### config.mk
export PLATFORM = sky130hd
export DESIGN_NAME = utf8_codepoint_validator_unit
export DESIGN_NICKNAME = d
export VERILOG_FILES = /design/src/hw/rtl/utf8cv_pkg.sv /design/src/hw/rtl/utf8cv_in_stage.sv /design/src/hw/rtl/utf8cv_step.sv /design/src/hw/rtl/utf8_codepoint_validator_unit.sv
export VERILOG_INCLUDE_DIRS = /design/src /design/src/hw/rtl
export SDC_FILE = /design/constraint.sdc
export NUM_CORES = 1
export LEC_CHECK = 0
export BUFFER_PORTS_ARGS = -buffer_cell sky130_fd_sc_hd__buf_2
export CORE_UTILIZATION = 35
export DETAILED_ROUTE_END_ITERATION = 8
export SLEW_MARGIN = 0
export SYNTH_ARGS = -nofsm -noshare
export SYNTH_HDL_FRONTEND = slang
export SYNTH_SLANG_ARGS = --single-unit
### constraint.sdc
create_clock -name clk -period 2.25 [get_ports clk]
set_input_delay 0.3375 -clock clk [delete_from_list [all_inputs] [get_ports clk]]
set_output_delay 0.3375 -clock clk [all_outputs]
set_load 0.02 [all_outputs]
### src/hw/rtl/utf8_codepoint_validator_unit_assert.svh
// Assertion macros for the UTF-8 codepoint validator
`ifndef UTF8_CODEPOINT_VALIDATOR_UNIT_ASSERT_SVH
`define UTF8_CODEPOINT_VALIDATOR_UNIT_ASSERT_SVH

`ifndef SYNTH
// Same-cycle implication, ignored while reset is held
`define UCV_ASSERT_IMP(lbl, clk, rst_n, ante, cons) \
  lbl: assert property (@(posedge clk) disable iff (!(rst_n)) (ante) |-> (cons)) \
    else $error("utf8cv assertion failed");
// Next-cycle implication, ignored while reset is held
`define UCV_ASSERT_NXT(lbl, clk, rst_n, ante, cons) \
  lbl: assert property (@(posedge clk) disable iff (!(rst_n)) (ante) |=> (cons)) \
    else $error("utf8cv assertion failed");
`else
`define UCV_ASSERT_IMP(lbl, clk, rst_n, ante, cons)
`define UCV_ASSERT_NXT(lbl, clk, rst_n, ante, cons)
`endif

`endif

### src/hw/rtl/utf8cv_pkg.sv
`default_nettype none

package utf8cv_pkg;

  // Status codes of one result item
  typedef enum logic [2:0] {
    ST_PENDING   = 3'd0,
    ST_COMPLETE  = 3'd1,
    ST_BAD_LEAD  = 3'd2,
    ST_BAD_CONT  = 3'd3,
    ST_TRUNCATED = 3'd4
  } status_t;

  // Byte values that steer decoding
  localparam logic [7:0] BYTE_LF        = 8'h0A;
  localparam logic [7:0] BYTE_CR        = 8'h0D;
  localparam logic [7:0] ASCII_MAX      = 8'h7F;
  localparam logic [7:0] LEAD2_MIN      = 8'hC2;
  localparam logic [7:0] LEAD2_MAX      = 8'hDF;
  localparam logic [7:0] LEAD3_E0       = 8'hE0;
  localparam logic [7:0] LEAD3_ED       = 8'hED;
  localparam logic [7:0] LEAD3_MAX      = 8'hEF;
  localparam logic [7:0] LEAD4_F0       = 8'hF0;
  localparam logic [7:0] LEAD4_F4       = 8'hF4;
  localparam logic [7:0] CONT_MIN       = 8'h80;
  localparam logic [7:0] CONT_MAX       = 8'hBF;
  localparam logic [7:0] CONT_E0_MIN    = 8'hA0;
  localparam logic [7:0] CONT_ED_MAX    = 8'h9F;
  localparam logic [7:0] CONT_F0_MIN    = 8'h90;
  localparam logic [7:0] CONT_F4_MAX    = 8'h8F;

  localparam logic [2:0] LEN_ONE        = 3'd1;
  localparam logic [2:0] LEN_TWO        = 3'd2;
  localparam logic [2:0] LEN_THREE      = 3'd3;
  localparam logic [2:0] LEN_FOUR       = 3'd4;

  // One text byte as carried through the input register
  typedef struct packed {
    logic [7:0] text_byte;
    logic       end_of_text;
  } in_item_t;

  // Sequence tracking state
  typedef struct packed {
    logic [1:0] remaining;
    logic [2:0] length;
    logic [7:0] low_bound;
    logic [7:0] high_bound;
  } seq_state_t;

  localparam seq_state_t SEQ_IDLE = '{
    remaining:  2'd0,
    length:     3'd0,
    low_bound:  CONT_MIN,
    high_bound: CONT_MAX
  };

  // Build the state that opens a multi-byte sequence
  function automatic seq_state_t seq_start(input logic [2:0] len,
                                           input logic [7:0] lo,
                                           input logic [7:0] hi);
    seq_state_t s;
    s.remaining  = 2'(len - 3'd1);
    s.length     = len;
    s.low_bound  = lo;
    s.high_bound = hi;
    return s;
  endfunction

endpackage

`default_nettype wire

### src/hw/rtl/utf8cv_in_stage.sv
`default_nettype none

module utf8cv_in_stage
  import utf8cv_pkg::*;
(
  input  wire logic     clk,
  input  wire logic     rst_n,
  input  wire logic     in_valid,
  output logic          in_stall,
  input  wire in_item_t in_item,
  input  wire logic     advance,
  output logic          s1_valid,
  output in_item_t      s1_item
);

  logic     valid_r;
  logic     valid_nxt;
  in_item_t item_r;
  logic     load;

  // Load when the register is empty or its item moves on this cycle
  assign load     = !valid_r || advance;
  assign in_stall = !load;

  always_comb begin
    valid_nxt = valid_r;
    if (load) begin
      valid_nxt = in_valid;
    end
  end

  // Hold the item until the decode stage takes it
  always_ff @(posedge clk) begin
    if (!rst_n) begin
      valid_r <= 1'b0;
    end else begin
      valid_r <= valid_nxt;
    end
  end

  always_ff @(posedge clk) begin
    if (load && in_valid) begin
      item_r <= in_item;
    end
  end

  assign s1_valid = valid_r;
  assign s1_item  = item_r;

endmodule

`default_nettype wire

### src/hw/rtl/utf8cv_step.sv
`default_nettype none

module utf8cv_step
  import utf8cv_pkg::*;
(
  input  wire seq_state_t state,
  input  wire in_item_t   item,
  input  wire logic       reject_line_breaks,
  output status_t         status,
  output logic [2:0]      codepoint_length,
  output seq_state_t      state_nxt
);

  logic [7:0] b;
  logic [1:0] rem_dec;

  assign b       = item.text_byte;
  assign rem_dec = state.remaining - 2'd1;

  // Decode one byte against the current sequence state
  always_comb begin
    status           = ST_PENDING;
    codepoint_length = 3'd0;
    state_nxt        = state;
    if (state.remaining == 2'd0) begin
      // Lead byte
      priority if (reject_line_breaks && (b == BYTE_LF || b == BYTE_CR)) begin
        status = ST_BAD_LEAD;
      end else if (b <= ASCII_MAX) begin
        status           = ST_COMPLETE;
        codepoint_length = LEN_ONE;
      end else if (b >= LEAD2_MIN && b <= LEAD2_MAX) begin
        state_nxt = seq_start(LEN_TWO, CONT_MIN, CONT_MAX);
      end else if (b == LEAD3_E0) begin
        state_nxt = seq_start(LEN_THREE, CONT_E0_MIN, CONT_MAX);
      end else if (b == LEAD3_ED) begin
        state_nxt = seq_start(LEN_THREE, CONT_MIN, CONT_ED_MAX);
      end else if (b > LEAD3_E0 && b <= LEAD3_MAX) begin
        state_nxt = seq_start(LEN_THREE, CONT_MIN, CONT_MAX);
      end else if (b == LEAD4_F0) begin
        state_nxt = seq_start(LEN_FOUR, CONT_F0_MIN, CONT_MAX);
      end else if (b == LEAD4_F4) begin
        state_nxt = seq_start(LEN_FOUR, CONT_MIN, CONT_F4_MAX);
      end else if (b > LEAD4_F0 && b < LEAD4_F4) begin
        state_nxt = seq_start(LEN_FOUR, CONT_MIN, CONT_MAX);
      end else begin
        status = ST_BAD_LEAD;
      end
      // A sequence opened on the last byte is cut short
      if (status == ST_PENDING && item.end_of_text) begin
        status    = ST_TRUNCATED;
        state_nxt = SEQ_IDLE;
      end
    end else if (b >= state.low_bound && b <= state.high_bound) begin
      // Continuation byte in range
      state_nxt.remaining  = rem_dec;
      state_nxt.low_bound  = CONT_MIN;
      state_nxt.high_bound = CONT_MAX;
      if (rem_dec == 2'd0) begin
        status           = ST_COMPLETE;
        codepoint_length = state.length;
        state_nxt        = SEQ_IDLE;
      end else if (item.end_of_text) begin
        status    = ST_TRUNCATED;
        state_nxt = SEQ_IDLE;
      end
    end else begin
      // Drop the offending byte and start fresh
      status    = ST_BAD_CONT;
      state_nxt = SEQ_IDLE;
    end
  end

endmodule

`default_nettype wire

### src/hw/rtl/utf8_codepoint_validator_unit.sv
// UTF-8 codepoint validator.
// Input channel: in_valid / in_stall with in_text_byte and in_end_of_text,
// one text byte per item. Result channel: out_valid / out_stall with
// out_status (pending, complete, bad lead, bad continuation, truncated)
// and out_codepoint_length (non-zero only when a codepoint completes).
// Every byte yields exactly one result item, in order.
// Configuration: cfg_write_enable / cfg_write_data set the line-break
// rejection flag; write it only while no items are in flight.
// Each byte passes through the input register, then the result register.
// Throughput: one byte per cycle while the receiver does not stall, set by
// the single decode step between the two registers; the sequence state
// updates as each result is registered.
// Reset (rst_n low, synchronous): both registers empty, sequence state idle,
// line-break rejection on.
// When the receiver stalls, the result register holds its item and the
// input register still takes one more byte if it is empty; beyond that in_stall rises.
`default_nettype none
`include "utf8_codepoint_validator_unit_assert.svh"

module utf8_codepoint_validator_unit
  import utf8cv_pkg::*;
(
  input  wire logic       clk,
  input  wire logic       rst_n,
  input  wire logic       cfg_write_enable,
  input  wire logic       cfg_write_data,
  input  wire logic       in_valid,
  output logic            in_stall,
  input  wire logic [7:0] in_text_byte,
  input  wire logic       in_end_of_text,
  output logic            out_valid,
  input  wire logic       out_stall,
  output logic [2:0]      out_status,
  output logic [2:0]      out_codepoint_length
);

  in_item_t   in_item;
  in_item_t   s1_item;
  logic       s1_valid;
  logic       advance;
  logic       take;

  logic       reject_lb_r;
  seq_state_t state_r;
  seq_state_t state_nxt;
  status_t    step_status;
  logic [2:0] step_length;

  logic       out_valid_r;
  logic       out_valid_nxt;
  status_t    status_r;
  logic [2:0] length_r;

  assign in_item.text_byte   = in_text_byte;
  assign in_item.end_of_text = in_end_of_text;

  // Move on whenever the result register is free or being drained
  assign advance = !out_valid_r || !out_stall;
  assign take    = s1_valid && advance;

  utf8cv_in_stage u_in_stage (
    .clk      (clk),
    .rst_n    (rst_n),
    .in_valid (in_valid),
    .in_stall (in_stall),
    .in_item  (in_item),
    .advance  (advance),
    .s1_valid (s1_valid),
    .s1_item  (s1_item)
  );

  utf8cv_step u_step (
    .state              (state_r),
    .item               (s1_item),
    .reject_line_breaks (reject_lb_r),
    .status             (step_status),
    .codepoint_length   (step_length),
    .state_nxt          (state_nxt)
  );

  // Configuration register
  always_ff @(posedge clk) begin
    if (!rst_n) begin
      reject_lb_r <= 1'b1;
    end else if (cfg_write_enable) begin
      reject_lb_r <= cfg_write_data;
    end
  end

  // Advance the sequence state as each item is decoded
  always_ff @(posedge clk) begin
    if (!rst_n) begin
      state_r <= SEQ_IDLE;
    end else if (take) begin
      state_r <= state_nxt;
    end
  end

  always_comb begin
    out_valid_nxt = out_valid_r;
    if (advance) begin
      out_valid_nxt = s1_valid;
    end
  end

  // Result register
  always_ff @(posedge clk) begin
    if (!rst_n) begin
      out_valid_r <= 1'b0;
    end else begin
      out_valid_r <= out_valid_nxt;
    end
  end

  always_ff @(posedge clk) begin
    if (take) begin
      status_r <= step_status;
      length_r <= step_length;
    end
  end

  assign out_valid            = out_valid_r;
  assign out_status           = status_r;
  assign out_codepoint_length = length_r;

  // Checks
  `UCV_ASSERT_IMP(a_len_only_on_complete, clk, rst_n, out_valid_r && status_r != ST_COMPLETE, length_r == 3'd0)
  `UCV_ASSERT_IMP(a_complete_len_range, clk, rst_n, out_valid_r && status_r == ST_COMPLETE, length_r >= LEN_ONE && length_r <= LEN_FOUR)
  `UCV_ASSERT_IMP(a_idle_state_clean, clk, rst_n, state_r.remaining == 2'd0, state_r == SEQ_IDLE)
  `UCV_ASSERT_IMP(a_length_covers_rem, clk, rst_n, state_r.remaining != 2'd0, 3'(state_r.remaining) < state_r.length)
  `UCV_ASSERT_NXT(a_bad_cont_to_idle, clk, rst_n, take && step_status == ST_BAD_CONT, state_r.remaining == 2'd0)

endmodule

`default_nettype wire
==> impl_summary.md <==
Logic synthesis
The dominant synthesized flop cell is sky130_fd_sc_hd__edfxtp_1. Synthesis produced a netlist with a net count of between 150 and 200. The count of flip-flops with a built-in enable after synthesis is 15. After synthesis, the cell types taking the most area are sky130_fd_sc_hd__edfxtp_1 32%, sky130_fd_sc_hd__dfxtp_1 17%, sky130_fd_sc_hd__ha_1 5.3%, sky130_fd_sc_hd__a21oi_1 3.5%, sky130_fd_sc_hd__nand3_1 3.2%. The synthesized instance count is 143. For this run, the register share of the synthesized area comes to 0.488. The area share of the largest cell type after synthesis is 0.318.

The synthesized netlist occupies a cell area of approximately 1400 um2. The count of different cell masters after synthesis is 44. A synthesized cell averages 9.90 um2. The flop and latch count out of synthesis is 27. The cell type with the largest total area after synthesis is sky130_fd_sc_hd__edfxtp_1. The count of synthesis-stage warnings from yosys is 0.

The proportion of synthesized flip-flops having asynchronous set or reset is 0.

Route
Dividing the detail-routed via count by the number of cells gives 5.44. The first detailed-routing pass ran for 4 iterations. The detailed-route wire length per cell is around 14 um. The via count of the routed design is 1180.

The detailed router finished its first iteration with 33 violations. Summed over all layers, the routed wires come to ~3000 um. The remaining number of nets flagged by the antenna check after routing is 0. After detailed routing, the number of remaining DRC violations is 0.

CTS
After clock tree synthesis, the clock-pin slew on the worst setup and hold paths is approximately 0.090 ns. For this design, the CTS-stage hold fixing added 0 buffers. In this run the clock root is driven by a sky130_fd_sc_hd__clkbuf_8. Clock tree synthesis inserted a total of 3 buffers. The insertion delay to the later sink of the worst-skew pair is 0.27 ns. The level count of the clock H-tree is 1. The longest clock path from root to sink contains 2 buffers. After clock tree synthesis, the setup repair step added 0 buffers.

The clock tree from TritonCTS is yes. The sink count of the clock tree is 27.

STA
Setup repair after global routing left no endpoint under its margin. Setup violations remaining at the end of the flow were counted as 0. Of the available clock period, the critical path in the final layout requires 0.952.

In this run the tightest slew margin relative to its limit is 0.648. The final count of hold timing violations is 0. The max-slew violation count is 0. The fmax is 467 MHz. The setup slack of the critical path after layout is roughly 0.11 ns.

For the finished layout, the period the worst path requires is 2.14 ns. The setup skew after layout is 0.00359 ns. At the pin with the least slew margin, the transition time is about 0.52 ns. Adding up every negative setup slack in the final design gives 0 ns.

Worst setup path
The worst-case register-to-register setup slack is between 0.1 and 0.15 ns. STA classifies the critical path startpoint as a flip-flop. The signal on the critical path passes through ha_1, a211oi_1, o2bb2a_4, or3_1, o21a_1, a221oi_2. The worst stage delay on the critical path is about 0.43 ns. For this design, the slowest cell found on the critical path is sky130_fd_sc_hd__edfxtp_1.

In this run the critical register-to-register path is launched from u_in_stage.s1_item[6]. At the worst endpoint, the required time is approximately 2.4 ns. The largest fanout on the critical path is 5. STA classifies the critical path endpoint as a flip-flop.

The data arrival time of the worst path is between 2 and 2.5 ns. The count of cells along the worst register-to-register path is 6. The worst setup path is of the reg2reg kind.

The reg-to-reg endpoint is state_r[20].

Layout
Compared with the post-synthesis result, the final layout area differs by 16.9%. The number of inserted filler cells in the final layout is between 300 and 400. The ratio of cells with drive above 1 in the final layout is 0.225. The count of antenna diodes in the layout is 0. In the final layout, flip-flops and latches occupy ~700 um2.

The final instance area is 1660 um2. Summing all multi-input logic gate instances after layout gives 671 um2. The most frequent standard cell in the layout excluding fill and tap cells is sky130_fd_sc_hd__buf_2. Measured on the finished design, the core utilization comes to 0.439. In the layout the commonest cells are 22 x sky130_fd_sc_hd__buf_2, 15 x sky130_fd_sc_hd__edfxtp_1, 12 x sky130_fd_sc_hd__dfxtp_1, 10 x sky130_fd_sc_hd__a21oi_1, 10 x sky130_fd_sc_hd__nor2_1. The final-stage net count is around 190. The finished layout holds approximately 220 standard cells, fillers aside.

Place
The routability congestion estimate from global placement is just over 0.8. The number of placed instances, taps included, is 213. Summing all placed instances gives a cell area of 1600 um2. The worst slack at placement is approximately 0.11 ns. The half-perimeter wire length after detailed placement is approximately 2300 um. Port buffering added 22 buffers.

Floorplanning
The number of rows in the core area is 22. 23 I/O pins were placed. The initial utilization of the core area, before any placement, comes to 0.376. The area inside the core boundary is roughly 3800 um2. The floorplan step defined a die boundary enclosing roughly 4300 um2.

The die is roughly 66 um wide. The overall die height is approximately 66 um.

Power
The leakage power figure is between 0.6 and 0.7 nW. The worst-case IR drop observed on VDD is around 0.00037 V. Power spread over the standard cell area amounts to 596 nW/um2.

Global route
The pin count of the biggest net entering global routing is 15. The first global-routing pass estimated about 5000 um of wire. The initial antenna violation count is 0. The number of global-route vias before repair was between 1000 and 1500. The total global routing overflow is 0. Across every metal layer, demand over resource in global routing totals 0.152.

Hold path
The path class of the tightest hold or removal check is in2reg. The startpoint of the worst hold path is in_text_byte[0]. Counting instances, the worst hold path has a depth of 1. The hold path endpoint is u_in_stage.s1_item[1].

Flow run
The number of max-capacitance violations reported is 0.

Run status
The flow ran to the end, and the final reports show no timing, DRC or antenna violations.
==> layout make-up <==
cell class	instances	area share
clock buffers	4	0.0272
well taps	48	0.0363
inverters	9	0.0204
flip-flops and latches	27	0.417
repair buffers	28	0.0937
multi-input cells	101	0.405
==> Yosys cell counts (2+ instances only) <==
master                     number
sky130_fd_sc_hd__nor2_1        10
sky130_fd_sc_hd__a21oi_1       10
sky130_fd_sc_hd__o21a_1         2
sky130_fd_sc_hd__edfxtp_1      15
sky130_fd_sc_hd__clkbuf_1       2
sky130_fd_sc_hd__buf_2          3
sky130_fd_sc_hd__nor3_1         6
sky130_fd_sc_hd__and3_1         4
sky130_fd_sc_hd__o21ai_0        8
sky130_fd_sc_hd__nor4b_1        2
sky130_fd_sc_hd__or3_1          2
sky130_fd_sc_hd__o211ai_1       2
sky130_fd_sc_hd__nand3_1        9
sky130_fd_sc_hd__nand4_1        2
sky130_fd_sc_hd__o22ai_1        2
sky130_fd_sc_hd__o21ai_1        3
sky130_fd_sc_hd__dfxtp_1       12
sky130_fd_sc_hd__inv_1          8
sky130_fd_sc_hd__ha_1           6
sky130_fd_sc_hd__nor2b_1        3
sky130_fd_sc_hd__nand2_1        9
==> cells by family (layout without fill, tap and decap cells) <==
logic type / Yosys count / in the layout / synth area share
flops: 27 / 27 / 0.488
compound gates: 38 / 38 / 0.186
fa+ha+maj: 6 / 6 / 0.0530
mux: 1 / 1 / 0.00707
buf+inv: 15 / 41 / 0.0433
simple gates: 56 / 56 / 0.224
==> power by group <==
part | switching (W) | internal (W) | total (W)
Clock | 0.000142 | 0.000127 | 0.000269
Sequential | 0.0000238 | 0.000547 | 0.000570
Combinational | 0.0000862 | 0.0000613 | 0.000148
Total | 0.000252 | 0.000735 | 0.000987
==> metrics by stage <==
step / hold WS (ns) / power [W]
floorplan: 0.399 / 0.000674
global placement: 0.446 / 0.000722
global route: 0.226 / 0.00104
CTS: 0.232 / 0.000995
finish: 0.239 / 0.000987
detailed placement: 0.459 / 0.000727
==> critical path: cells and delay by family, from the launching register on <==
| family | cells | cell delay, ns |
|---|---|---|
| compound gates | 4 | 0.92 |
| flops | 1 | 0.43 |
| fa+ha+maj | 1 | 0.34 |
| simple gates | 1 | 0.39 |
==> sequential cells by signal (all words and copies together) (netlist names) <==
name                  count
out_codepoint_length      3
out_status                3
out_valid                 1
reject_lb_r               1
state_r                   9
u_in_stage.s1_item        9
u_in_stage.s1_valid       1
==> routing by layer <==
metal,vias up,part of all wire,track usage
li1,590,-,-
met1,556,0.46,0.175
met2,27,0.49,0.281
met3,7,0.040,0.0330
met4,0,0.013,0.0380
met5,-,0,0
==> timing repair <==
| item | 4_1_cts | 5_1_grt |
|---|---|---|
| endpoints found under the setup margin | 0 | 1 |
| gates resized for setup | 0 | 1 |
| endpoints found under the hold margin | 0 | 0 |
==> worst max-delay path by stage <==
stage | startpoint | to | slack (ns) | cells past startpoint
final | u_in_stage.s1_item[6] | state_r[20] | 0.11 | 6
after global routing | u_in_stage.s1_item[6] | state_r[20] | 0.009 | 6
after CTS | u_in_stage.s1_item[6] | state_r[20] | 0.09 | 6
after detailed placement | u_in_stage.s1_item[6] | state_r[20] | 0.11 | 6
after global placement | u_in_stage.s1_item[5] | state_r[4] | 0.19 | 6
after floorplan | u_in_stage.s1_item[6] | state_r[20] | 0.27 | 6
(Power assumes the default switching activity.)
